File: src/hdl/assert_macros.svh
// ----------------------------------------------------------------------------
// Assertion macros
// Shared clocked assertion forms for the goal controller.
// ----------------------------------------------------------------------------
`ifndef ASSERT_MACROS_SVH
`define ASSERT_MACROS_SVH

// Check a property at every rising clock edge outside reset.
`define ASSERT_CLK(label, prop, msg) \
  label: assert property (@(posedge clk) disable iff (rst) prop) else $error(msg);

// Check that an antecedent implies a consequent in the same cycle.
`define ASSERT_IMPL(label, ante, cons, msg) \
  label: assert property (@(posedge clk) disable iff (rst) (ante) |-> (cons)) else $error(msg);

`endif

File: src/hdl/tdtgc_pkg.sv
// ----------------------------------------------------------------------------
// tdtgc_pkg
// Types, constants and the arctangent table of the goal controller.
// ----------------------------------------------------------------------------
package tdtgc_pkg;

  localparam int CORDIC_STEPS_DEF = 16;
  localparam int POS_W  = 32;
  localparam int DIFF_W = 33;
  localparam int VEC_W  = 36;
  localparam int ANG_W  = 36;
  localparam int DIST_W = 31;
  localparam int SQ_W   = 2 * DIST_W;

  localparam logic signed [ANG_W-1:0] PI_Q30 = 36'sd3373259426;
  localparam logic signed [17:0] PI_Q13     = 18'sd25736;
  localparam logic signed [17:0] TWO_PI_Q13 = 18'sd51472;

  localparam logic [14:0] RST_LIN  = 15'd2048;
  localparam logic [14:0] RST_ANG  = 15'd8192;
  localparam logic [14:0] RST_HTOL = 15'd410;
  localparam logic [30:0] RST_DTOL = 31'd6554;

  typedef enum logic [1:0] {
    REG_LIN  = 2'd0,
    REG_ANG  = 2'd1,
    REG_HTOL = 2'd2,
    REG_DTOL = 2'd3
  } reg_idx_t;

  typedef enum logic [1:0] {
    PH_IDLE  = 2'd0,
    PH_TURN  = 2'd1,
    PH_DRIVE = 2'd2,
    PH_ALIGN = 2'd3
  } phase_t;

  typedef enum logic [1:0] {
    S_IDLE  = 2'd0,
    S_CALC  = 2'd1,
    S_FINAL = 2'd2,
    S_OUT   = 2'd3
  } state_t;

  typedef struct packed {
    logic start;
    logic busy;
  } unit_ctl_t;

  function automatic logic signed [ANG_W-1:0] atan_q30(input logic [4:0] i);
    logic signed [ANG_W-1:0] r;
    unique case (i)
      5'd0:  r = 36'sd843314857;
      5'd1:  r = 36'sd497837829;
      5'd2:  r = 36'sd263043837;
      5'd3:  r = 36'sd133525159;
      5'd4:  r = 36'sd67021687;
      5'd5:  r = 36'sd33543516;
      5'd6:  r = 36'sd16775851;
      5'd7:  r = 36'sd8388437;
      5'd8:  r = 36'sd4194283;
      5'd9:  r = 36'sd2097149;
      5'd31: r = '0;
      default: r = ANG_W'(36'sd1 <<< (5'd30 - i));
    endcase
    return r;
  endfunction

endpackage

File: src/hdl/tdtgc_cordic.sv
// ----------------------------------------------------------------------------
// tdtgc_cordic
// Iterative CORDIC vectoring unit, one micro-rotation per cycle.
// ----------------------------------------------------------------------------
module tdtgc_cordic #(
  parameter int CORDIC_STEPS = tdtgc_pkg::CORDIC_STEPS_DEF
) (
  input  logic                                       clk,
  input  logic                                       rst,
  input  logic                                       start,
  input  logic signed [tdtgc_pkg::DIFF_W-1:0]        x_in,
  input  logic signed [tdtgc_pkg::DIFF_W-1:0]        y_in,
  output logic                                       busy,
  output logic                                       zero_vec,
  output logic signed [tdtgc_pkg::ANG_W-1:0]         z
);
  import tdtgc_pkg::*;

  localparam int CW = (CORDIC_STEPS > 1) ? $clog2(CORDIC_STEPS) : 1;

  logic signed [VEC_W-1:0] x, y, xs, ys, xi, yi;
  logic [CW-1:0] cnt;

  assign xi = VEC_W'(x_in);
  assign yi = VEC_W'(y_in);
  assign xs = x >>> cnt;
  assign ys = y >>> cnt;

  always_ff @(posedge clk) begin
    if (rst) begin
      busy <= 1'b0;
      cnt  <= '0;
    end else if (start) begin
      busy <= 1'b1;
      cnt  <= '0;
    end else if (busy) begin
      cnt <= cnt + 1'b1;
      if (cnt == CW'(CORDIC_STEPS - 1)) begin
        busy <= 1'b0;
      end
    end
  end

  always_ff @(posedge clk) begin
    if (start) begin
      zero_vec <= (x_in == '0) && (y_in == '0);
      if (x_in < 0) begin
        x <= -xi;
        y <= -yi;
        z <= (y_in >= 0) ? PI_Q30 : -PI_Q30;
      end else begin
        x <= xi;
        y <= yi;
        z <= '0;
      end
    end else if (busy) begin
      // rotate toward the x axis, accumulate the angle
      if (y >= 0) begin
        x <= x + ys;
        y <= y - xs;
        z <= z + atan_q30(5'(cnt));
      end else begin
        x <= x - ys;
        y <= y + xs;
        z <= z - atan_q30(5'(cnt));
      end
    end
  end

endmodule

File: src/hdl/tdtgc_sqr.sv
// ----------------------------------------------------------------------------
// tdtgc_sqr
// Bit-serial squarer: one multiplier bit per cycle, shift-and-add.
// ----------------------------------------------------------------------------
module tdtgc_sqr (
  input  logic                              clk,
  input  logic                              rst,
  input  tdtgc_pkg::unit_ctl_t              ctl_in,
  input  logic [tdtgc_pkg::DIST_W-1:0]      a,
  output logic                              busy,
  output logic [tdtgc_pkg::SQ_W-1:0]        sq
);
  import tdtgc_pkg::*;

  localparam int CW = $clog2(DIST_W);

  logic [DIST_W-1:0] m;
  logic [DIST_W:0]   sum;
  logic [CW-1:0]     cnt;

  assign sum = {1'b0, sq[SQ_W-1:DIST_W]} + (sq[0] ? {1'b0, m} : '0);

  always_ff @(posedge clk) begin
    if (rst) begin
      busy <= 1'b0;
      cnt  <= '0;
    end else if (ctl_in.start) begin
      busy <= 1'b1;
      cnt  <= '0;
    end else if (busy) begin
      cnt <= cnt + 1'b1;
      if (cnt == CW'(DIST_W - 1)) begin
        busy <= 1'b0;
      end
    end
  end

  always_ff @(posedge clk) begin
    if (ctl_in.start) begin
      m  <= a;
      sq <= {{DIST_W{1'b0}}, a};
    end else if (busy) begin
      sq <= {sum, sq[DIST_W-1:1]};
    end
  end

endmodule

File: src/hdl/turn_drive_turn_goal_controller_core.sv
// ----------------------------------------------------------------------------
// turn_drive_turn_goal_controller_core
// Turn, drive, turn controller: goal beats store a pose, odometry beats
// return one velocity command beat each.
// ----------------------------------------------------------------------------
// Goal beat: taken while idle, no result beat.
// Odometry beat: result registered in S_FINAL and valid in S_OUT once the CORDIC and
//   all squarers finish (the distance squarers start in the cycle after it is taken).
// One beat in flight: the next odometry beat is taken only after the result beat is
//   accepted, which out_ready can hold off; in_ready is high only while idle.
// Reset: phase idle, goal zero, registers at their documented defaults.
// ----------------------------------------------------------------------------
`include "assert_macros.svh"

module turn_drive_turn_goal_controller_core #(
  parameter int CORDIC_STEPS = tdtgc_pkg::CORDIC_STEPS_DEF
) (
  input  logic               clk,
  input  logic               rst,
  input  logic               in_valid,
  output logic               in_ready,
  input  logic               func,
  input  logic signed [31:0] pos_x,
  input  logic signed [31:0] pos_y,
  input  logic signed [15:0] yaw,
  output logic               out_valid,
  input  logic               out_ready,
  output logic               vel_valid,
  output logic [14:0]        linear_speed,
  output logic signed [15:0] angular_speed,
  output logic               arrived,
  input  logic               psel,
  input  logic               penable,
  input  logic               pwrite,
  input  logic [3:0]         paddr,
  input  logic [31:0]        pwdata,
  output logic [31:0]        prdata,
  output logic               pready
);
  import tdtgc_pkg::*;

  // configuration registers
  logic [14:0] max_lin, max_ang, head_tol;
  logic [30:0] dist_tol;
  reg_idx_t    widx;

  // controller state
  state_t state, state_next;
  phase_t phase;
  logic signed [31:0] goal_x, goal_y;
  logic signed [15:0] goal_heading, yaw_s;
  logic signed [DIFF_W-1:0] dx, dy, dx_next, dy_next;
  logic [DIFF_W-1:0] ax, ay;
  logic start;

  // unit hookup
  unit_ctl_t sqr_ctl;
  logic cor_busy, cor_zero, sx_busy, sy_busy, st_busy;
  logic signed [ANG_W-1:0] cor_z;
  logic [SQ_W-1:0] sq_x, sq_y, sq_t;

  // result evaluation
  logic signed [ANG_W-1:0] zr;
  logic signed [17:0] bear, ref_ang, err, err_w, abs_e, lim, rate;
  logic [SQ_W:0] sum_sq;
  logic near, head_ok;

  assign pready = 1'b1;
  assign widx   = reg_idx_t'(paddr[3:2]);

  always_ff @(posedge clk) begin
    if (rst) begin
      max_lin  <= RST_LIN;
      max_ang  <= RST_ANG;
      head_tol <= RST_HTOL;
      dist_tol <= RST_DTOL;
    end else if (psel && penable && pwrite && pready) begin
      unique case (widx)
        REG_LIN:  max_lin  <= pwdata[14:0];
        REG_ANG:  max_ang  <= pwdata[14:0];
        REG_HTOL: head_tol <= pwdata[14:0];
        REG_DTOL: dist_tol <= pwdata[30:0];
      endcase
    end
  end

  always_comb begin
    unique case (widx)
      REG_LIN:  prdata = {17'b0, max_lin};
      REG_ANG:  prdata = {17'b0, max_ang};
      REG_HTOL: prdata = {17'b0, head_tol};
      REG_DTOL: prdata = {1'b0, dist_tol};
    endcase
  end

  // form goal minus position at full width, no wrap
  assign dx_next = DIFF_W'(goal_x) - DIFF_W'(pos_x);
  assign dy_next = DIFF_W'(goal_y) - DIFF_W'(pos_y);
  assign ax = dx[DIFF_W-1] ? DIFF_W'(-dx) : DIFF_W'(dx);
  assign ay = dy[DIFF_W-1] ? DIFF_W'(-dy) : DIFF_W'(dy);

  // next-state logic
  always_comb begin
    state_next = state;
    unique case (state)
      S_IDLE:  if (in_valid && func) state_next = S_CALC;
      S_CALC:  if (!cor_busy && !sx_busy && !sy_busy && !st_busy) state_next = S_FINAL;
      S_FINAL: state_next = S_OUT;
      S_OUT:   if (out_ready) state_next = S_IDLE;
    endcase
  end

  // handshake and unit start
  always_comb begin
    in_ready  = (state == S_IDLE);
    out_valid = (state == S_OUT);
    start     = (state == S_IDLE) && in_valid && func;
    sqr_ctl   = '{start: start, busy: 1'b0};
  end

  always_ff @(posedge clk) begin
    if (rst) begin
      state <= S_IDLE;
    end else begin
      state <= state_next;
    end
  end

  // latch the odometry beat
  always_ff @(posedge clk) begin
    if (start) begin
      dx    <= dx_next;
      dy    <= dy_next;
      yaw_s <= yaw;
    end
  end

  tdtgc_cordic #(.CORDIC_STEPS(CORDIC_STEPS)) u_cordic (
    .clk, .rst, .start,
    .x_in(dx_next), .y_in(dy_next),
    .busy(cor_busy), .zero_vec(cor_zero), .z(cor_z)
  );

  // the x and y squarers run on the latched differences in the cycle after start
  logic start_d;
  always_ff @(posedge clk) begin
    if (rst) begin
      start_d <= 1'b0;
    end else begin
      start_d <= start;
    end
  end

  unit_ctl_t sq_ctl_d;
  assign sq_ctl_d = '{start: start_d, busy: 1'b0};

  tdtgc_sqr u_sqr_x (.clk, .rst, .ctl_in(sq_ctl_d), .a(ax[DIST_W-1:0]),
                     .busy(sx_busy), .sq(sq_x));
  tdtgc_sqr u_sqr_y (.clk, .rst, .ctl_in(sq_ctl_d), .a(ay[DIST_W-1:0]),
                     .busy(sy_busy), .sq(sq_y));
  tdtgc_sqr u_sqr_t (.clk, .rst, .ctl_in(sqr_ctl), .a(dist_tol),
                     .busy(st_busy), .sq(sq_t));

  // round Q6.30 to Q3.13, clamp to plus or minus pi; zero vector gives zero
  always_comb begin
    zr = (cor_z + ANG_W'(65536)) >>> 17;
    if (cor_zero) begin
      bear = '0;
    end else if (zr > ANG_W'(PI_Q13)) begin
      bear = PI_Q13;
    end else if (zr < -ANG_W'(PI_Q13)) begin
      bear = -PI_Q13;
    end else begin
      bear = 18'(zr);
    end
    ref_ang = (phase == PH_ALIGN) ? 18'(goal_heading) : bear;
    err     = ref_ang - 18'(yaw_s);
    if (err > PI_Q13) begin
      err_w = err - TWO_PI_Q13;
    end else if (err < -PI_Q13) begin
      err_w = err + TWO_PI_Q13;
    end else begin
      err_w = err;
    end
    abs_e   = (err_w < 0) ? -err_w : err_w;
    head_ok = abs_e < {3'b0, head_tol};
    lim     = {3'b0, max_ang};
    if (err_w > lim) begin
      rate = lim;
    end else if (err_w < -lim) begin
      rate = -lim;
    end else begin
      rate = err_w;
    end
    sum_sq = {1'b0, sq_x} + {1'b0, sq_y};
    near   = (ax < DIFF_W'(dist_tol)) && (ay < DIFF_W'(dist_tol)) &&
             (sum_sq < {1'b0, sq_t});
  end

  // goal capture, phase advance, result register
  always_ff @(posedge clk) begin
    if (rst) begin
      phase        <= PH_IDLE;
      goal_x       <= '0;
      goal_y       <= '0;
      goal_heading <= '0;
    end else if (state == S_IDLE && in_valid && !func) begin
      goal_x       <= pos_x;
      goal_y       <= pos_y;
      goal_heading <= yaw;
      phase        <= PH_TURN;
    end else if (state == S_FINAL) begin
      vel_valid     <= 1'b0;
      linear_speed  <= '0;
      angular_speed <= '0;
      arrived       <= 1'b0;
      unique case (phase)
        PH_IDLE: ;
        PH_TURN: begin
          vel_valid     <= 1'b1;
          angular_speed <= head_ok ? '0 : 16'(rate);
          if (head_ok) phase <= PH_DRIVE;
        end
        PH_DRIVE: begin
          vel_valid     <= 1'b1;
          linear_speed  <= near ? '0 : max_lin;
          angular_speed <= near ? '0 : 16'(rate);
          if (near) phase <= PH_ALIGN;
        end
        PH_ALIGN: begin
          vel_valid     <= 1'b1;
          angular_speed <= head_ok ? '0 : 16'(rate);
          arrived       <= head_ok;
          if (head_ok) phase <= PH_IDLE;
        end
      endcase
    end
  end

  // never take a beat while a result beat waits
  `ASSERT_CLK(a_one_in_flight, !(in_ready && out_valid), "input taken with result pending")
  // done only comes with a command
  `ASSERT_IMPL(a_done_valid, out_valid && arrived, vel_valid, "done without command")
  // an idle result is all zero
  `ASSERT_IMPL(a_idle_zero, out_valid && !vel_valid,
               linear_speed == '0 && angular_speed == '0, "idle result not zero")

endmodule
File: config.mk
export PLATFORM = sky130hd
export DESIGN_NAME = turn_drive_turn_goal_controller_core
export DESIGN_NICKNAME = d
export VERILOG_FILES = /design/src/hdl/tdtgc_pkg.sv /design/src/hdl/tdtgc_cordic.sv /design/src/hdl/tdtgc_sqr.sv /design/src/hdl/turn_drive_turn_goal_controller_core.sv
export VERILOG_INCLUDE_DIRS = /design/src /design/src/hdl
export SDC_FILE = /design/constraint.sdc
export NUM_CORES = 2
export LEC_CHECK = 0
export BUFFER_PORTS_ARGS = -buffer_cell sky130_fd_sc_hd__buf_2
export CORE_MARGIN = 5
export CORE_UTILIZATION = 52
export CTS_BUF_LIST = sky130_fd_sc_hd__clkbuf_2 sky130_fd_sc_hd__clkbuf_4 sky130_fd_sc_hd__clkbuf_8
export DETAILED_ROUTE_END_ITERATION = 6
export GPL_TIMING_DRIVEN = 0
export HOLD_SLACK_MARGIN = 0.15
export PLACE_DENSITY = 0.69
export SYNTH_ARGS = -nofsm -noshare
export SYNTH_HDL_FRONTEND = slang
export SYNTH_SLANG_ARGS = --single-unit
File: constraint.sdc
create_clock -name clk -period 12.5 [get_ports clk]
set_input_delay 0.625 -clock clk [delete_from_list [all_inputs] [get_ports clk]]
set_output_delay 0.625 -clock clk [all_outputs]
set_load 0.03 [all_outputs]
# Yosys cells after proc, flatten, opt, wreduce, memory -nomap -nowiden

Cells that the tools add are included.

Register bits after elaboration: 687
Latch bits: 0
Memory bits (writable): 0
ROM bits: 0
Input bits: 124
Memories kept: 0

$add $sub $neg: 27
Multipliers: 0
Div/mod/pow operators: 0
Magnitude comparators: 14
Eq/ne operators: 31
Shift operators: 3
Multiplexer cells: 67
Bitwise gates (word level): 3
Reductions and logical operators: 43

Operators by type and width:

| kind                   | count |
|---|---|
| $mux 36                | 19 |
| $pmux 36 s10           | 1 |
| $mux 31                | 9 |
| $pmux 32 s4            | 1 |
| $mux 18                | 7 |
| $add 36x36->36         | 3 |
| $sub 36x36->36         | 3 |
| $add 31x31->32         | 3 |
| $neg 33->36            | 2 |
| $sshr 36x4->36         | 2 |
| $logic_not 33->1       | 2 |
| $lt 33x31->1           | 2 |
| $mux 33                | 2 |
| $neg 33->33            | 2 |
| $sub 32x32->33         | 2 |
| $mux 16                | 4 |
| $add 62x62->63         | 1 |
| $lt 63x62->1           | 1 |
| $add 36x18->36 const B | 1 |
| $ge 36x1->1 const B    | 1 |
| $sshl 2x5->36 const A  | 1 |
| $ge 33x1->1 const B    | 1 |
| $lt 33x1->1 const B    | 1 |
| $pmux 16 s2            | 1 |
| 44 further kinds       | 116 |

# Logic depth before layout (Yosys ltp)

Word-level depth: 17
Gate-level depth with buffers: 53
Depth with buffers taken out: 50

# By module

A second synthesis with hierarchy kept.

Cell total of the unflattened synthesis: 6871
Area total of the unflattened synthesis: 59638.4 um^2

By module, submodules not included:

| module                               | instances | cells an instance | area each (um^2) |
|---|---|---|---|
| turn_drive_turn_goal_controller_core | 1         | 3054              | 24777.5 |
| tdtgc_cordic                         | 1         | 2218              | 18378.9 |
| tdtgc_sqr                            | 3         | 533               | 5494.0 |

# Worst setup path after synthesis

No wires, ideal clock.

Path type: register to register
Start point: register u_cordic.z[19] in the netlist's numbering
End point: register angular_speed[10], data pin
Arrival time: 9.105 ns
Required time: 12.245 ns
Path slack: 3.140 ns
Cell stages (with the launch flop): 54
Period minus slack after synthesis: 9.360 ns
Cells stage by stage: edfxtp_1 clkbuf_1 nand3_1 nor2_1 nand2_1 nor2_1 nand2_1 nor2_1 nand3_1 o21ai_0 nand2_1 o41ai_1 a21oi_1 or2_2 clkbuf_1 or3b_2 o21ai_0 ha_1 (+18 left out) ha_1 a21boi_0 o21a_1 o21a_1 o21ai_0 nand2b_1 a21oi_1 o21ai_0 a21o_1 a21o_1 a21oi_1 o21ai_0 nor2_1 mux2_1 o2bb2ai_2 a21oi_4 buf_4 and2_1

Longest elaborated chain between the ends: 15
Elaborated cells between the ends (all ways): 25

RTL lines:

| what                                                  | RTL line                                                                                                                              | text |
|---|---|---|
| from (decl)                                           | tdtgc_cordic.sv:15                                                                                                                    | `output logic signed [tdtgc_pkg::ANG_W-1:0] z` |
| from (signal assigned)                                | tdtgc_cordic.sv:50                                                                                                                    | `z <= (y_in >= 0) ? PI_Q30 : -PI_Q30;` |
| from (signal assigned)                                | tdtgc_cordic.sv:61                                                                                                                    | `z <= z + atan_q30(5'(cnt));` |
| from (signal assigned)                                | tdtgc_cordic.sv:65                                                                                                                    | `z <= z - atan_q30(5'(cnt));` |
| $add 36x18->36 (*)                                    | turn_drive_turn_goal_controller_core.sv:166                                                                                           | `zr = (cor_z + ANG_W'(65536)) >>> 17;` |
| $lt 19x16->1                                          | turn_drive_turn_goal_controller_core.sv:171                                                                                           | `end else if (zr < -ANG_W'(PI_Q13)) begin` |
| $mux 18                                               | turn_drive_turn_goal_controller_core.sv:171                                                                                           |  |
| $mux 18 (*)                                           | turn_drive_turn_goal_controller_core.sv:169                                                                                           | `end else if (zr > ANG_W'(PI_Q13)) begin` |
| $mux 18 (*)                                           | turn_drive_turn_goal_controller_core.sv:167                                                                                           | `if (cor_zero) begin` |
| $mux 18 (*)                                           | turn_drive_turn_goal_controller_core.sv:176                                                                                           | `ref_ang = (phase == PH_ALIGN) ? 18'(goal_heading) : bear;` |
| $sub 18x16->18 (*)                                    | turn_drive_turn_goal_controller_core.sv:177                                                                                           | `err = ref_ang - 18'(yaw_s);` |
| $add 18x17->18 / $lt 18x16->1 (equally long branches) | turn_drive_turn_goal_controller_core.sv:181, turn_drive_turn_goal_controller_core.sv:180                                              |  |
| $mux 18                                               | turn_drive_turn_goal_controller_core.sv:180                                                                                           | `end else if (err < -PI_Q13) begin` |
| $mux 18 (*)                                           | turn_drive_turn_goal_controller_core.sv:178                                                                                           | `if (err > PI_Q13) begin` |
| $neg 18->18, or another cell as far along             | turn_drive_turn_goal_controller_core.sv:185                                                                                           | `abs_e = (err_w < 0) ? -err_w : err_w;` |
| $mux 18 / $mux 16 (equally long branches)             | turn_drive_turn_goal_controller_core.sv:185, turn_drive_turn_goal_controller_core.sv:190                                              |  |
| $lt 18x15->1 / $mux 16 (equally long branches)        | turn_drive_turn_goal_controller_core.sv:186, turn_drive_turn_goal_controller_core.sv:188                                              |  |
| $mux 16, on equally long branches                     | turn_drive_turn_goal_controller_core.sv:221, turn_drive_turn_goal_controller_core.sv:232, turn_drive_turn_goal_controller_core.sv:227 |  |
| $pmux 16 s2 (*)                                       | turn_drive_turn_goal_controller_core.sv:217                                                                                           | `unique case (phase)` |
| to (signal assigned)                                  | turn_drive_turn_goal_controller_core.sv:221                                                                                           | `angular_speed <= head_ok ? '0 : 16'(rate);` |
| to (signal assigned)                                  | turn_drive_turn_goal_controller_core.sv:227                                                                                           | `angular_speed <= near ? '0 : 16'(rate);` |
| to (signal assigned)                                  | turn_drive_turn_goal_controller_core.sv:232                                                                                           | `angular_speed <= head_ok ? '0 : 16'(rate);` |
| to (decl)                                             | turn_drive_turn_goal_controller_core.sv:30                                                                                            | `output logic signed [15:0] angular_speed,` |

Mark *: on every way between the ends. The rest lies on a longest branch, timed or not.
A chain may end at the register's enable or synchronous reset.

# Worst setup path in the final report

Start point: register u_cordic.z[16] in the netlist's numbering
End point: register angular_speed[1], data pin

The elaborated chain is that of the path after synthesis.

==> impl_metrics.yaml <==
run_status:
  status: "finished, violations left"
  failed_checks: "DRC, capacitance limit, slew limit"
global_routing:
  grt_pass1_wl_um: 296000
  antenna_found_initial: 10
  grtUsageTotal_pct: 33.2
  grt_pass1_vias: 48300
  grt_max_degree: 66
  grt_remaining_overflow: 0
logic_synthesis:
  synth_enable_flop_cells: 410
  synth-seq-area-share_pct: 31.5
  ys_types: 110
  synth_fp_nets: 7221
  synth-seq-cells: 687
  syn_area_mm2: 0.0567
  async_reset_ff_share_pct: 0
  syn_inst: 6543
  ys.flop_type: "edfxtp_1"
  syn_avg_cell_area_um2: 8.66
  yosys_warnings: 0
route:
  wl_um: 200000
  firstDrtPassIters: 7
  vias_per_cell: 6.11
  vias: 52000
  wire_per_inst_um: 23.5
  ant_nets: 0
  drt_iter0_drc: 4930
  drc: 3
setup_path:
  cp-start-kind: "flop"
  worstSetupPathType: "flop to flop"
  critPathMaxFanout: 9
  required_ns: 13.11
  critPathTopFamily: "compound AO/OA/AOI/OAI gates"
  worstSetupEndpointType: "flop"
  cp.arrival_ns: 12.25
  slowest_stage: "or3b_2"
  cp_num_buf_inv: 3
  critPathMaxStageDelay_ns: 0.47
placement:
  dpl.hpwl_um: 158000
  port_buffers: 185
  gp_congestion: 1.00
die:
  die_w_um: 340
  ios: 192
  die_area_mm2: 0.116
  initial_core_util_pct: 52.2
  die_y_um: 340
  rows: 121
  core_area_mm2: 0.109
clock_tree:
  cts_sinks: 687
  cts_buffers: 131
  cts_buffer_depth: 3
  clkTransAtPathRegs_ns: 0.06
  root_buffer: "clkbuf_8"
  cts_tree: "built"
  htree_num_levels: 4
  clock_latency_ns: 0.85
  cts_setup_buffers: 0
sta:
  holdWs_ns: 0.275
  slew_headroom_pct: -1.79
  fmax_mhz: 85.9
  worstMarginPinSlew_ns: 1.53
  fin_crit_ns: 11.64
  hold_viol_final: 0
  final-max-slew-violation-count: 11
  setup_viol: 0
  grt_setup_unrepaired: "false"
  tns_ns: 0
  fin_crit_sh_pct: 93.1
  finClkSkew_ns: 0.0515
layout:
  regArea_mm2: 0.0179
  fill_cells: 9794
  area_growth_pct: 12.2
  drive_gt1_share_pct: 10.3
  multi_input_area_mm2: 0.0364
  nNetsFinal: 7654
  fin_util_pct: 58.5
min_path:
  hold_path_class: "input port to flop"
power_and_ir_drop:
  peakVddDrop_mv: 0.356
  power.total_mw: 20.2
  p_leak_nw: 26.1
  p_per_area_mw_per_mm2: 318
run:
  max_cap_violations: 1
[routing by layer]
layer	track usage (%)	wire length (um)
met2	52.9	89800
met5	0	18
met3	5.16	15100
met1	43.8	83400
met4	17.1	11700
[logic make-up (layout without fill, tap and decap cells)]
family                     after synthesis  after routing  synth area share, %
other                                    2             11               0.0133
buffers and inverters                  631           1173                 4.34
muxes                                  279            279                 6.62
DFF                                    687            687                 31.5
xor gates and xnor gates               543            543                 8.53
adders and majority gates              554            554                 12.4
and+or+nand+nor                       2138           2138                 17.9
AOI/OAI and AO/OA                     1709           1709                 18.8
[worst reg2reg max path: cells and delay by family (launching register included)]
kind	cells	cell delay (ns)
xor+xnor	3	0.88
flops	1	0.41
mux	1	0.39
buf+inv	3	0.54
fa+ha+maj	4	1.24
simple gates	17	3.58
compound gates	21	4.39
[per-stage QoR]
| step | worst slack, ns | instance area, um^2 | std cells |
|---|---|---|---|
| global placement | 0.967 | 59300 | 8142 |
| finish | 0.857 | 63500 | 8508 |
| global route | 0.0734 | 63500 | 8502 |
| detailed placement | 0.736 | 59500 | 8146 |
| floorplan | 3.14 | 56700 | 6543 |
| CTS | 0.670 | 63500 | 8499 |
[final timing paths]
kind,from,end,slack (ns),cells past startpoint
min,out_ready,state[0],0.27,5
max reg2reg,u_cordic.z[16],angular_speed[1],0.86,49
min reg2reg,goal_x[2],goal_x[2],0.46,2
max,u_cordic.z[16],angular_speed[1],0.86,49
[report_power, final]
| part | leakage, nW | switching, mW | internal, mW | total, mW |
|---|---|---|---|---|
| sequential | 6.09 | 0.555 | 3.32 | 3.87 |
| combinational | 18.5 | 8.34 | 5.50 | 13.8 |
| clock | 1.53 | 1.13 | 1.38 | 2.51 |
[registers in the layout, indices dropped and copies added, names as in the netlist, 15 cells and up]
name / count
head_tol: 15
yaw_s: 16
u_sqr_t.m: 31
u_sqr_t.sq: 62
goal_heading: 16
u_cordic.y: 36
u_sqr_x.sq: 62
dist_tol: 31
u_cordic.z: 36
u_sqr_x.m: 31
max_lin: 15
u_cordic.x: 36
u_sqr_y.sq: 62
angular_speed: 16
goal_x: 32
u_sqr_y.m: 31
max_ang: 15
dy: 33
dx: 33
linear_speed: 15
goal_y: 32
[cells in the mapped netlist (66+ instances only)]
library cell  count  area (um^2)
mux2_2           83          935
o21ai_0         403         2020
xnor2_1         353         3090
nand2b_1         91          569
and2_1          165         1030
nand3_1         112          561
ha_1            544         6810
dfxtp_1         277         5550
edfxtp_1        410        12300
a21oi_1         586         2930
clkbuf_1        193          724
nand2_1         765         2870
a211oi_1         66          495
xor2_1          181         1590
inv_1           370         1390
nor3_1          109          546
a21o_1          159         1190
nor2_1          509         1910
mux4_2           68         1530
mux2i_1         127         1270
[layout make-up]
| type | instances | area share (%) |
|---|---|---|
| Sequential cell | 687 | 28.1 |
| Timing Repair Buffer | 300 | 3.36 |
| Inverter | 375 | 2.22 |
| Tap cell | 1414 | 2.78 |
| Multi-Input combinational cell | 5225 | 57.3 |
| Clock inverter | 57 | 0.979 |
| Buffer | 256 | 1.66 |
| Antenna cell | 9 | 0.0354 |
| Clock buffer | 185 | 3.60 |
[placed cells by master, fill, tap and decap left out, drive strengths merged, types with 113 or more instances in the layout]
cell    Yosys  final
ha        544    544
edfxtp    410    410
dfxtp     277    277
clkbuf    193    378
and2      165    165
xnor2     361    361
a21o      159    159
nand2     765    765
a21oi     591    591
nand3     113    113
mux2i     127    127
buf        63    252
nor2      511    511
o21ai     413    413
inv       371    382
xor2      182    182
[what timing repair did]
item / in CTS / in global routing
setup endpoints to repair: 0 / 17
hold buffers: 111 / 0
resized for setup: 0 / 6
hold endpoints to repair: 172 / 0
(Power assumes the default switching activity.)
